--- config.mk ---
export PLATFORM = sky130hd
export DESIGN_NAME = schema_text_tokenizer
export DESIGN_NICKNAME = d
export VERILOG_FILES = /design/src/hw/rtl/stt_pkg.sv /design/src/hw/rtl/stt_keyword_match.sv /design/src/hw/rtl/stt_out_queue.sv /design/src/hw/rtl/schema_text_tokenizer.sv
export SDC_FILE = /design/constraint.sdc
export NUM_CORES = 2
export LEC_CHECK = 0
export ABC_AREA = 0
export BUFFER_PORTS_ARGS = -buffer_cell sky130_fd_sc_hd__buf_4
export CORE_ASPECT_RATIO = 1.4
export CORE_MARGIN = 2
export CORE_UTILIZATION = 49
export DETAILED_ROUTE_END_ITERATION = 16
export GPL_TIMING_DRIVEN = 0
export HOLD_SLACK_MARGIN = 0.15
export PLACE_DENSITY = 0.67
export SYNTH_ARGS = -nofsm -noshare
export SYNTH_HDL_FRONTEND = slang
export SYNTH_SLANG_ARGS = --single-unit
--- constraint.sdc ---
create_clock -name clk_i -period 12.7 [get_ports clk_i]
set_clock_uncertainty 0.05 [all_clocks]
set_input_delay 1.27 -clock clk_i [delete_from_list [all_inputs] [get_ports clk_i]]
set_output_delay 1.27 -clock clk_i [all_outputs]
set_load 0.1 [all_outputs]
--- src/hw/rtl/stt_pkg.sv ---
// Shared types, constants and helper functions of the schema text tokenizer.
package stt_pkg;

  localparam int unsigned OffsetBits   = 32;
  localparam int unsigned KeywordChars = 9;
  localparam int unsigned PosBits      = 24;
  localparam int unsigned NumKeywords  = 8;
  localparam int unsigned MaxKwLen     = 9;

  localparam logic [PosBits-1:0] PosMax = {PosBits{1'b1}};

  typedef enum logic [7:0] {
    MODE_BASE   = 8'b0000_0001,
    MODE_SLASH  = 8'b0000_0010,
    MODE_LINE   = 8'b0000_0100,
    MODE_BLOCK  = 8'b0000_1000,
    MODE_STAR   = 8'b0001_0000,
    MODE_STRING = 8'b0010_0000,
    MODE_WORD   = 8'b0100_0000,
    MODE_NUMBER = 8'b1000_0000
  } mode_e;

  typedef enum logic [1:0] {
    STATUS_TOKEN = 2'd0,
    STATUS_UNEXP = 2'd1,
    STATUS_BADENC = 2'd2
  } status_e;

  localparam logic [4:0] KindSemi    = 5'd0;
  localparam logic [4:0] KindLParen  = 5'd1;
  localparam logic [4:0] KindRParen  = 5'd2;
  localparam logic [4:0] KindLBrace  = 5'd3;
  localparam logic [4:0] KindRBrace  = 5'd4;
  localparam logic [4:0] KindComma   = 5'd5;
  localparam logic [4:0] KindString  = 5'd6;
  localparam logic [4:0] KindNumber  = 5'd7;
  localparam logic [4:0] KindIdent   = 5'd8;
  localparam logic [4:0] KindKwBase  = 5'd9;
  localparam logic [4:0] KindEnd     = 5'd17;

  typedef logic [MaxKwLen*8-1:0] kw_text_t;

  function automatic kw_text_t kw_text(input logic [2:0] idx);
    kw_text_t t;
    t = '0;
    case (idx)
      3'd0: t = {24'h0, "ytitne"};
      3'd1: t = "etubirtta";
      3'd2: t = {8'h0, "noitaler"};
      3'd3: t = {32'h0, "latot"};
      3'd4: t = "seificeps";
      3'd5: t = {48'h0, "yek"};
      3'd6: t = "evisulcxe";
      3'd7: t = {32'h0, "saila"};
      default: t = '0;
    endcase
    return t;
  endfunction

  function automatic logic [3:0] kw_len(input logic [2:0] idx);
    logic [3:0] l;
    case (idx)
      3'd0: l = 4'd6;
      3'd1: l = 4'd9;
      3'd2: l = 4'd8;
      3'd3: l = 4'd5;
      3'd4: l = 4'd9;
      3'd5: l = 4'd3;
      3'd6: l = 4'd9;
      3'd7: l = 4'd5;
      default: l = 4'd0;
    endcase
    return l;
  endfunction

  function automatic logic [PosBits-1:0] sat_add(input logic [PosBits-1:0] a,
                                                 input logic [PosBits-1:0] b);
    logic [PosBits:0] s;
    s = {1'b0, a} + {1'b0, b};
    return s[PosBits] ? PosMax : s[PosBits-1:0];
  endfunction

  typedef struct packed {
    logic [1:0]  status;
    logic [4:0]  kind;
    logic [31:0] offset;
    logic [31:0] length;
    logic [PosBits-1:0] line;
    logic [PosBits-1:0] column;
    logic [PosBits-1:0] byte_column;
    logic [31:0] line_start;
    logic        last;
  } result_t;

endpackage

--- src/hw/rtl/stt_keyword_match.sv ---
// Keyword lookup over the word buffer.
module stt_keyword_match import stt_pkg::*; #(
  parameter int unsigned KwChars = KeywordChars,
  parameter int unsigned CntBits = $clog2(KwChars + 2)
) (
  input  logic [KwChars*8-1:0] word_i,
  input  logic [CntBits-1:0]   count_i,
  output logic [4:0]           kind_o
);

  always_comb begin
    kind_o = KindIdent;
    for (int i = int'(NumKeywords) - 1; i >= 0; i--) begin
      logic same;
      kw_text_t t;
      t = kw_text(3'(i));
      same = (count_i == CntBits'(kw_len(3'(i))));
      for (int j = 0; j < MaxKwLen; j++) begin
        if (j < int'(kw_len(3'(i))) && j < KwChars) begin
          if (word_i[j*8 +: 8] != t[j*8 +: 8]) same = 1'b0;
        end
      end
      if (same) kind_o = KindKwBase + 5'(i);
    end
  end

endmodule

--- src/hw/rtl/stt_out_queue.sv ---
// Two-entry result queue that decouples the scanner from the output stall.
module stt_out_queue import stt_pkg::*; (
  input  logic    clk_i,
  input  logic    rst_ni,
  input  logic    push_i,
  input  logic    two_i,
  input  result_t first_i,
  input  result_t second_i,
  output logic    room_o,
  output logic    valid_o,
  input  logic    stall_i,
  output result_t head_o
);

  result_t     ent_q [2];
  result_t     ent_d [2];
  logic [1:0]  cnt_q, cnt_d;
  logic        pop;

  assign pop     = (cnt_q != 2'd0) && !stall_i;
  assign valid_o = cnt_q != 2'd0;
  assign head_o  = ent_q[0];
  assign room_o  = (cnt_q == 2'd0) || (cnt_q == 2'd1 && pop);

  always_comb begin
    logic [1:0] c;
    ent_d = ent_q;
    c = cnt_q;
    if (pop) begin
      ent_d[0] = ent_q[1];
      c = c - 2'd1;
    end
    if (push_i) begin
      if (c == 2'd0) begin
        ent_d[0] = first_i;
        ent_d[1] = second_i;
      end else begin
        ent_d[1] = first_i;
      end
      c = c + (two_i ? 2'd2 : 2'd1);
    end
    cnt_d = c;
  end

  always_ff @(posedge clk_i or negedge rst_ni) begin
    if (!rst_ni) begin
      cnt_q <= 2'd0;
    end else begin
      cnt_q <= cnt_d;
    end
  end

  always_ff @(posedge clk_i) begin
    ent_q <= ent_d;
  end

endmodule

--- src/hw/rtl/schema_text_tokenizer.sv ---
// Top level of the schema text tokenizer.
// One decoded character is taken per cycle when the result queue has room; the
// scan is combinational from the registered state and pushes zero, one or
// two results into a two-entry queue. An item that yields two results needs the
// queue empty (or draining) and fills it, so the next character waits for a pop.
module schema_text_tokenizer import stt_pkg::*; #(
  parameter int unsigned OFFSET_BITS   = OffsetBits,
  parameter int unsigned KEYWORD_CHARS = KeywordChars
) (
  input  logic        clk_i,
  input  logic        rst_ni,
  input  logic        in_valid_i,
  output logic        in_stall_o,
  input  logic [20:0] code_point_i,
  input  logic [2:0]  char_bytes_i,
  input  logic        end_of_text_i,
  input  logic        bad_encoding_i,
  output logic        out_valid_o,
  input  logic        out_stall_i,
  output logic [1:0]  status_o,
  output logic [4:0]  token_kind_o,
  output logic [31:0] token_offset_o,
  output logic [31:0] token_length_o,
  output logic [23:0] line_number_o,
  output logic [23:0] column_number_o,
  output logic [23:0] line_byte_column_o,
  output logic [31:0] line_start_offset_o,
  output logic        last_of_run_o
);

  localparam int unsigned CntBits = $clog2(KEYWORD_CHARS + 2);
  localparam int unsigned OB = OFFSET_BITS;

  typedef struct packed {
    logic [OB-1:0]      off;
    logic [PosBits-1:0] line;
    logic [PosBits-1:0] col;
    logic [PosBits-1:0] bcol;
    logic [OB-1:0]      lstart;
  } pos_t;

  mode_e        mode_q, mode_d;
  logic         open_q, open_d;
  pos_t         st_q, st_d, cur_q, cur_d;
  logic [7:0]   buf_q [KEYWORD_CHARS];
  logic [7:0]   buf_d [KEYWORD_CHARS];
  logic [CntBits-1:0] cnt_q, cnt_d;

  logic         room, accept, push, two;
  result_t      r0, r1;
  logic [4:0]   wkind;
  logic [KEYWORD_CHARS*8-1:0] word_flat;

  assign in_stall_o = !room;
  assign accept     = in_valid_i && room;

  always_comb begin
    for (int i = 0; i < KEYWORD_CHARS; i++) word_flat[i*8 +: 8] = buf_q[i];
  end

  stt_keyword_match #(.KwChars(KEYWORD_CHARS), .CntBits(CntBits)) u_kw (
    .word_i (word_flat),
    .count_i(cnt_q),
    .kind_o (wkind)
  );

  function automatic result_t mk(input logic [1:0] s, input logic [4:0] k,
                                 input pos_t p, input logic [OB-1:0] len);
    result_t r;
    r.status      = s;
    r.kind        = k;
    r.offset      = 32'(p.off);
    r.length      = 32'(len);
    r.line        = p.line;
    r.column      = p.col;
    r.byte_column = p.bcol;
    r.line_start  = 32'(p.lstart);
    r.last        = 1'b0;
    return r;
  endfunction

  always_comb begin
    logic [20:0] c;
    logic        eof, err, rescan, wch, dig, ws, punct, lf;
    logic [4:0]  pk;
    logic [OB-1:0] bytes, here_end;
    pos_t        st, posr;
    mode_e       m;
    logic        op;
    logic [1:0]  n;
    logic [CntBits-1:0] wc;

    c     = code_point_i;
    eof   = end_of_text_i;
    bytes = OB'(char_bytes_i);
    wch   = (c >= 21'd97 && c <= 21'd122) || (c >= 21'd65 && c <= 21'd90) ||
            c == 21'd95 || c > 21'd127;
    dig   = c >= 21'd48 && c <= 21'd57;
    lf    = c == 21'd10;
    ws    = eof || c == 21'd32 || lf || c == 21'd13 || c == 21'd9;
    punct = 1'b1;
    case (c)
      21'd59: pk = KindSemi;
      21'd40: pk = KindLParen;
      21'd41: pk = KindRParen;
      21'd123: pk = KindLBrace;
      21'd125: pk = KindRBrace;
      21'd44: pk = KindComma;
      default: begin
        pk = KindSemi;
        punct = 1'b0;
      end
    endcase
    here_end = cur_q.off + bytes;

    mode_d = mode_q;
    open_d = open_q;
    st_d   = st_q;
    cur_d  = cur_q;
    buf_d  = buf_q;
    cnt_d  = cnt_q;
    r0 = mk(STATUS_TOKEN, KindSemi, cur_q, '0);
    r1 = r0;
    push = 1'b0;
    two  = 1'b0;

    m = mode_q;
    op = open_q;
    st = open_q ? st_q : cur_q;
    wc = cnt_q;
    n = 2'd0;
    err = 1'b0;
    rescan = 1'b0;

    // first pass: any mode
    case (m)
      MODE_BASE: ;
      MODE_SLASH: begin
        if (!eof && c == 21'd47) m = MODE_LINE;
        else if (!eof && c == 21'd42) m = MODE_BLOCK;
        else err = 1'b1;
      end
      MODE_LINE: begin
        if (!eof && lf) begin
          m = MODE_BASE;
          op = 1'b0;
        end
      end
      MODE_BLOCK: begin
        if (eof) err = 1'b1;
        else if (c == 21'd42) m = MODE_STAR;
      end
      MODE_STAR: begin
        if (eof) err = 1'b1;
        else if (c == 21'd47) begin
          m = MODE_BASE;
          op = 1'b0;
        end else m = MODE_BLOCK;
      end
      MODE_STRING: begin
        if (eof || lf) err = 1'b1;
        else if (c == 21'd34) begin
          r0 = mk(STATUS_TOKEN, KindString, st, cur_q.off - st.off);
          n = 2'd1;
          m = MODE_BASE;
          op = 1'b0;
        end
      end
      default: begin
        if (!eof && (wch || dig)) begin
          if (m == MODE_WORD) begin
            if (wc < CntBits'(KEYWORD_CHARS)) begin
              buf_d[wc[$clog2(KEYWORD_CHARS)-1:0]] = c <= 21'd127 ? c[7:0] : 8'd0;
              wc = wc + CntBits'(1);
            end else wc = CntBits'(KEYWORD_CHARS + 1);
          end
        end else begin
          r0 = mk(STATUS_TOKEN, m == MODE_WORD ? wkind : KindNumber, st,
                  cur_q.off - st.off);
          n = 2'd1;
          m = MODE_BASE;
          op = 1'b0;
          rescan = 1'b1;
        end
      end
    endcase

    // base pass: direct or rescanned character
    if (mode_q == MODE_BASE || rescan) begin
      if (!op) st = cur_q;
      op = 1'b1;
      if (ws) op = 1'b0;
      else if (punct) begin
        if (n == 2'd0) r0 = mk(STATUS_TOKEN, pk, st, here_end - st.off);
        else r1 = mk(STATUS_TOKEN, pk, st, here_end - st.off);
        n = n + 2'd1;
        op = 1'b0;
      end else if (c == 21'd47) m = MODE_SLASH;
      else if (c == 21'd34) begin
        m = MODE_STRING;
        op = 1'b0;
      end else if (wch) begin
        m = MODE_WORD;
        buf_d[0] = c <= 21'd127 ? c[7:0] : 8'd0;
        wc = CntBits'(1);
      end else if (dig) m = MODE_NUMBER;
      else err = 1'b1;
    end else begin
      op = (mode_q == MODE_LINE || mode_q == MODE_STAR || mode_q == MODE_STRING) ? op : 1'b1;
      if (mode_q == MODE_LINE && !(!eof && lf)) op = 1'b1;
      if (mode_q == MODE_STAR && !(!eof && c == 21'd47)) op = 1'b1;
      if (mode_q == MODE_STRING && !(!eof && c == 21'd34)) op = 1'b1;
    end

    posr = cur_q;
    if (!eof && bad_encoding_i) begin
      r0 = mk(STATUS_BADENC, KindSemi, posr, '0);
      n = 2'd1;
      err = 1'b1;
    end else if (err || eof) begin
      if (n == 2'd0) r0 = mk(err ? STATUS_UNEXP : STATUS_TOKEN,
                             err ? KindSemi : KindEnd, posr, '0);
      else r1 = mk(err ? STATUS_UNEXP : STATUS_TOKEN, err ? KindSemi : KindEnd, posr, '0);
      n = n + 2'd1;
    end
    if (n == 2'd1) r0.last = 1'b1;
    if (n == 2'd2) r1.last = 1'b1;

    if (accept) begin
      push = n != 2'd0;
      two  = n == 2'd2;
      if (err || eof) begin
        mode_d = MODE_BASE;
        open_d = 1'b0;
        cnt_d  = '0;
        st_d   = '{off: '0, line: PosBits'(1), col: PosBits'(1), bcol: '0, lstart: '0};
        cur_d  = st_d;
      end else begin
        mode_d = m;
        open_d = op;
        st_d   = st;
        cnt_d  = wc;
        cur_d.off = here_end;
        if (lf) begin
          cur_d.line   = sat_add(cur_q.line, PosBits'(1));
          cur_d.col    = PosBits'(1);
          cur_d.bcol   = '0;
          cur_d.lstart = here_end;
        end else begin
          cur_d.col  = sat_add(cur_q.col, PosBits'(1));
          cur_d.bcol = sat_add(cur_q.bcol, PosBits'(char_bytes_i));
        end
      end
    end
  end

  always_ff @(posedge clk_i or negedge rst_ni) begin
    if (!rst_ni) begin
      mode_q <= MODE_BASE;
      open_q <= 1'b0;
      cnt_q  <= '0;
      st_q   <= '{off: '0, line: PosBits'(1), col: PosBits'(1), bcol: '0, lstart: '0};
      cur_q  <= '{off: '0, line: PosBits'(1), col: PosBits'(1), bcol: '0, lstart: '0};
    end else begin
      mode_q <= mode_d;
      open_q <= open_d;
      cnt_q  <= cnt_d;
      st_q   <= st_d;
      cur_q  <= cur_d;
    end
  end

  always_ff @(posedge clk_i) begin
    buf_q <= buf_d;
  end

  result_t head;

  stt_out_queue u_q (
    .clk_i   (clk_i),
    .rst_ni  (rst_ni),
    .push_i  (push),
    .two_i   (two),
    .first_i (r0),
    .second_i(r1),
    .room_o  (room),
    .valid_o (out_valid_o),
    .stall_i (out_stall_i),
    .head_o  (head)
  );

  assign status_o            = head.status;
  assign token_kind_o        = head.kind;
  assign token_offset_o      = head.offset;
  assign token_length_o      = head.length;
  assign line_number_o       = head.line;
  assign column_number_o     = head.column;
  assign line_byte_column_o  = head.byte_column;
  assign line_start_offset_o = head.line_start;
  assign last_of_run_o       = head.last;

endmodule
Yosys cells after proc, flatten, opt, wreduce, memory -nomap -nowiden
Cells that the tools add are included.
{ "classes": {"n_addsub": 11, "magnitude_cmp": 11, "n_eq_ne": 72, "n_mux": 193, "bitwise": 2, "n_reduce_logical": 51} }
{ "ops": {"columns": ["op", "n"], "rows": [
  ["$mux 176", 13],
  ["$mux 174", 5],
  ["$mux 136", 6],
  ["$mux 352", 1],
  ["$pmux 174 s2", 1],
  ["$mux 172", 2],
  ["$ne 8x7->1 const B", 43],
  ["$mux 72", 4],
  ["$mux 8", 25],
  ["$eq 21x6->1 const B", 8],
  ["$mux 24", 4],
  ["$mux 1", 93],
  ["$bwmux 72", 1],
  ["$sub 32x32->32", 2],
  ["$eq 21x4->1 const B", 3],
  ["$eq 21x7->1 const B", 3],
  ["$le 21x7->1 const B", 3],
  ["$add 24x1->25 const B", 2],
  ["$mux 5", 10],
  ["$mux 4", 12],
  ["$mux 48", 1],
  ["$pmux 8 s6", 1],
  ["$ge 21x7->1 const B", 2],
  ["$add 32x3->32", 1],
  ["43 further kinds", 94]
]} }
{ "word_totals": {"register_bits": 711, "in_bits": 30, "output_inout_bits": 178} }

Longest topological paths before layout
{ "logic_depth": {"ltp_word": 30, "depth_mapped": 28, "ltp_nobuf": 22} }

Cells and area by module
From an unflattened synthesis, not the netlist that was laid out.
{ "unflattened": {"cells_unflattened": 4107, "area_unflattened_um2": 40304.9} }
{ "by_module_without_submodules": {"columns": ["mod", "instances", "cells_per_inst", "area_each_um2", "seq_area_each_um2"], "rows": [
  ["schema_text_tokenizer", 1, 2656, 23115.9, 9220.1],
  ["stt_out_queue", 1, 1356, 16472.0, 8858.5],
  ["stt_keyword_match", 1, 95, 716.9, 0.0]
]} }

Worst setup path before layout
No wires, ideal clock.
{ "synth_timing": {"path_type": "input to register", "start": "input port code_point_i[1]", "end": "register u_q.ent_q, in the netlist u_q.head_o[44]", "arrival_ps": 11010, "t_required_ps": 12514, "setup_slack_ps": 1504, "path_stages": 22, "path_buffers": 4, "cell_sequence": "or4_1 > o221ai_1 > and4_1 > a31o_2 > nand2_1 > and2_1 > inv_1 > clkbuf_1 > clkbuf_1 > ha_1 > nor3_1 > or2_1 > ha_1 > inv_1 > mux2i_1 > a22oi_1 > a21oi_2 > nand2_1 > clkbuf_1 > buf_1 > a211oi_1 > a31oi_1"} }
{ "synth_lines": {"columns": ["element", "line_no", "source"], "rows": [
  ["start: declaration", "schema_text_tokenizer.sv:14", "input logic [20:0] code_point_i,"],
  ["end signal: assignment", "stt_out_queue.sv:54", "ent_q <= ent_d;"],
  ["end: declaration", "stt_out_queue.sv:15", "result_t ent_q [2];"]
]} }

Worst setup path in the final report
{ "layout_timing": {"start": "input port code_point_i[1]", "end": "register u_q.ent_q[168] (netlist name), data pin"} }
{ "layout_between": {"elab_chain_len": 19, "word_cells_on_any_way": 92, "classes_between": "add/sub: 1; order compare: 7; eq/ne: 14; mux: 49; reduce/logical: 21"} }
{ "layout_rtl": {"columns": ["element", "line_no", "source"], "rows": [
  ["parallel branches: the longest is 18 deep, another holds $ge 21x7->1", null, null],
  ["$mux 176 (*)", "stt_out_queue.sv:34", "if (c == 2'd0) begin"]
]} }
Every way passes the cells marked *. The select of a mux whose other input is x is not followed.
A chain may end at the register's enable or synchronous reset.

==> results by group <==
Detailed routing
  – First-iteration detailed-routing DRC count: 2545
  – Final WL: 129000 µm
  – Antenna Nets Post-Route: 0
  – Routed len/inst: 23.2 µm
  – DRT Pass-1 Iters: 6
  – Vias per cell: 5.88
  – DRC: 0
  – Via count: 32800

Die
  – Die H: 336 µm
  – Die area: 80900 µm²
  – Row cnt: 121
  – Die width: 241 µm
  – Initial Utilization: 49.5%
  – I/O pins: 208
  – Core area: 77800 µm²

Yosys
  – Main synth FF type: dfrtp_1
  – Synth cell types: 93
  – Count leader, synth: nand2_1
  – Synth warn: 0
  – Cell Area, Synth: 38500 µm²
  – Top cells by area, synth: edfxtp_1, dfrtp_1, dfxtp_1
  – Mapped Cells: 4166
  – Post-synth EDFFs: 240
  – Sequential area share after synthesis: 46.9%
  – Fraction of registers with async set/reset: 40.4%
  – Leading cell types by count after synthesis: nand2_1, o21ai_0, dfrtp_1, a21oi_1, edfxtp_1
  – Post-synthesis area per instance: 9.25 µm²
  – Synthesized flop and latch total: 711
  – Area leader, netlist: edfxtp_1
  – Synth top area share: 18.7%

Final layout
  – Diode count: 0
  – Layout Nets: 4579
  – Register area: 18100 µm²
  – Layout cell share with drive strength beyond 1: 13.8%
  – # fillers: 7073
  – Area delta synth->final: 14.6%
  – Multi-input gate area: 17800 µm²

Power and ir drop
  – Maximum VDD drop: 0.255 mV
  – Static Leak: 0.0189 µW
  – Power Density: 272 nW/µm²

Setup path
  – Worst reg-to-reg path cell count: 23
  – CP top delay family: simple AND/OR/NAND/NOR gates
  – Max FO, Critical Path: 10
  – R2r endpoint: u_q.head_o[131]
  – CP Launch Type: primary input
  – WP data arrival: 8.61 ns
  – Worst path cell trace: buf_4 > or4_1 > o221ai_1 > and4_1 > a31o_2 > nand2_1 > and2_1 > inv_1 > clkbuf_1 > clkbuf_1 > ha_1 > nor3_1 > or2_1 > ha_1 > inv_1 > o21ai_1 > nor2_1 > nand2_1 > buf_2 > buf_2 > mux2i_1 > o21ai_0
  – Critical Path End Type: flip-flop
  – CP max-delay cell: or4_1
  – CP Buf/Inv Count: 7
  – Reg2reg setup slack: 4.88 ns
  – Reg2reg start: mode_q[3]
  – Crit-path max cell delay: 0.59 ns
  – Kind of critical path: in -> reg
  – Critical Path RT: 13.02 ns

Timing
  – Slew @ Worst Pin: 1.37 ns
  – Setup TNS: 0 ns
  – Final period util: 65.3%
  – Max-slew headroom: 8.23%
  – Hold Violations, Final: 0
  – Hold_ws: 0.408 ns
  – Fin crit period: 8.29 ns
  – Max Slew Vio Count: 0
  – Maximum clock frequency: 0.121 GHz
  – RSZ-0062 raised after global routing: false
  – Final setup viols: 0

Global routing
  – Grt ovf: 0
  – Global-route wire length before repair: 192000 µm
  – Vias in the first global route: 31600
  – GRT Util Overall: 31.7%
  – Pin count of the biggest net entering global routing: 110
  – Initial antenna violation count: 2

Placed design
  – Routability cong.: 0.990
  – Hpwl dp: 98300 µm
  – Port bufs: 207

Clock network
  – Root Buffer Master: clkbuf_16
  – CTS max path bufs: 3
  – CTS sink cnt: 711
  – CTS tree: built
  – Hold_buf cts: 0
  – Setup bufs post-CTS: 0
  – Post_cts resized: 0
  – TritonCTS Buffers: 73
  – Htree depth: 3
  – Later-pin clock latency in the skew report: 0.65 ns
  – CTS clk-pin slew, worst paths: 0.06 ns

Min path
  – Worst hold-check path type: reg -> reg
  – Worst Min Path Start: buf_q[71]
  – Hold EP: buf_q[71]
  – WHS Path Cells: 1

Status
  – Outcome: finished, final reports clean

Run
  – Max-cap viol count: 0
how the worst max path moves through the flow:
stage                               start              to  slack [ns]  depth (start not counted)
after floorplan           code_point_i[1]  u_q.head_o[44]        1.50                         22
after global placement    code_point_i[1]  u_q.head_o[45]       -4.71                         23
after detailed placement  code_point_i[1]  u_q.ent_q[103]        3.98                         22
after CTS                 code_point_i[1]  u_q.ent_q[103]        4.64                         22
after global routing      code_point_i[4]  u_q.ent_q[135]        4.16                         28
final                     code_point_i[1]  u_q.ent_q[168]        4.41                         22
worst register-to-register path: stages (launching register included):
cell and delay (ns):
dfrtp_1 0.36, clkbuf_1 0.20, nor4_4 0.49, nor3b_2 0.33, nand3b_1 0.16, o211a_1 0.32
a221oi_4 0.75, buf_6 0.29, buf_6 0.20, clkbuf_1 0.54, clkbuf_1 0.60, nand2_1 0.09
o21ai_0 0.15, ha_1 0.17, clkbuf_1 0.23, or3b_2 0.46, mux2_2 0.27, a32oi_1 0.26
a31oi_1 0.28, o211ai_1 0.52, a41oi_1 0.23, xor2_1 0.22, or3_1 0.33, a32oi_1 0.23
layer usage:
metal,track usage [%],vias up,wire (µm)
met5,0,-,24
met1,36.6,15800,48500
met4,23.3,4,10700
met3,4.13,358,6870
li1,-,15400,-
met2,53.8,1205,63000
cell usage in the layout, fill, tap and decap left out, types with 19 or more instances in the layout:
cell type / Yosys / final
ha_1: 79 / 79
nor2b_1: 20 / 20
nor4_1: 24 / 23
clkbuf_16: 0 / 76
nand4_1: 32 / 32
dfrtp_1: 282 / 282
o21ai_0: 369 / 369
and3_1: 205 / 205
a31oi_1: 53 / 53
buf_1: 19 / 19
a21oi_1: 253 / 253
nand2b_1: 20 / 20
nor3_1: 34 / 34
a22o_1: 145 / 145
inv_1: 71 / 71
clkbuf_1: 235 / 250
buf_4: 178 / 385
edfxtp_1: 240 / 240
o22ai_1: 39 / 39
a21o_1: 38 / 38
xor2_1: 52 / 52
a211oi_1: 28 / 28
nand3_1: 93 / 93
o31ai_1: 24 / 23
xnor2_1: 73 / 73
dfxtp_1: 184 / 184
buf_2: 28 / 28
nor2_1: 102 / 101
nand2_1: 788 / 788
mux2i_1: 158 / 158
mux2_2: 38 / 38
through the flow:
| stage | cells | setup slack, ns | power, µW | cell area (µm²) | utilization (%) |
|---|---|---|---|---|---|
| 2_1_floorplan | 4173 | 1.50 | 8040 | 38500 | - |
| 3_3_place_gp | 5425 | -4.71 | 9680 | 41400 | 53.2 |
| 3_5_place_dp | 5436 | 3.98 | 9710 | 41700 | 53.5 |
| 4_1_cts | 5571 | 4.64 | 12000 | 44100 | 56.7 |
| 5_1_grt | 5571 | 4.16 | 12500 | 44100 | 56.7 |
| 6_report | 5571 | 4.41 | 12000 | 44100 | 56.7 |
power by group:
part           total (µW)  leakage [µW]  internal [µW]  switching, µW
Sequential           3180       0.00775           2870            315
Clock                2230       0.00121           1270            959
Combinational        6580       0.00997           1920           4650
flip-flops by register name, summed over array words and instances (netlist names), named ones only:
| signal | flops |
|---|---|
| cur_q | 136 |
| open_q | 1 |
| u_q.ent_q | 176 |
| st_q | 136 |
| u_q.head_o | 176 |
| u_q.cnt_q | 2 |
| mode_q | 8 |
| buf_q | 8 |
| cnt_q | 4 |
final cells by class:
cell class | count | share of cell area (%)
sequential | 711 | 41.0
multi-input combinational | 2929 | 40.3
buffer | 462 | 5.56
clock buffer | 106 | 4.88
timing repair buffer | 218 | 4.05
tap | 1045 | 2.96
clock inverter | 29 | 0.683
inverter | 71 | 0.604
cell families after synthesis:
| family | count (synthesis) | synth area share, % |
|---|---|---|
| AO/OA/AOI/OAI | 1070 | 17.3 |
| XOR/XNOR | 125 | 2.84 |
| adder cells (fa/ha/maj) | 85 | 2.83 |
| buffers and inverters | 533 | 7.06 |
| flip-flops | 711 | 46.9 |
| multiplexers | 197 | 5.26 |
| other | 1 | 0.00974 |
| AND/OR/NAND/NOR | 1444 | 17.8 |
Note: power is estimated with default switching activity, not from simulation.
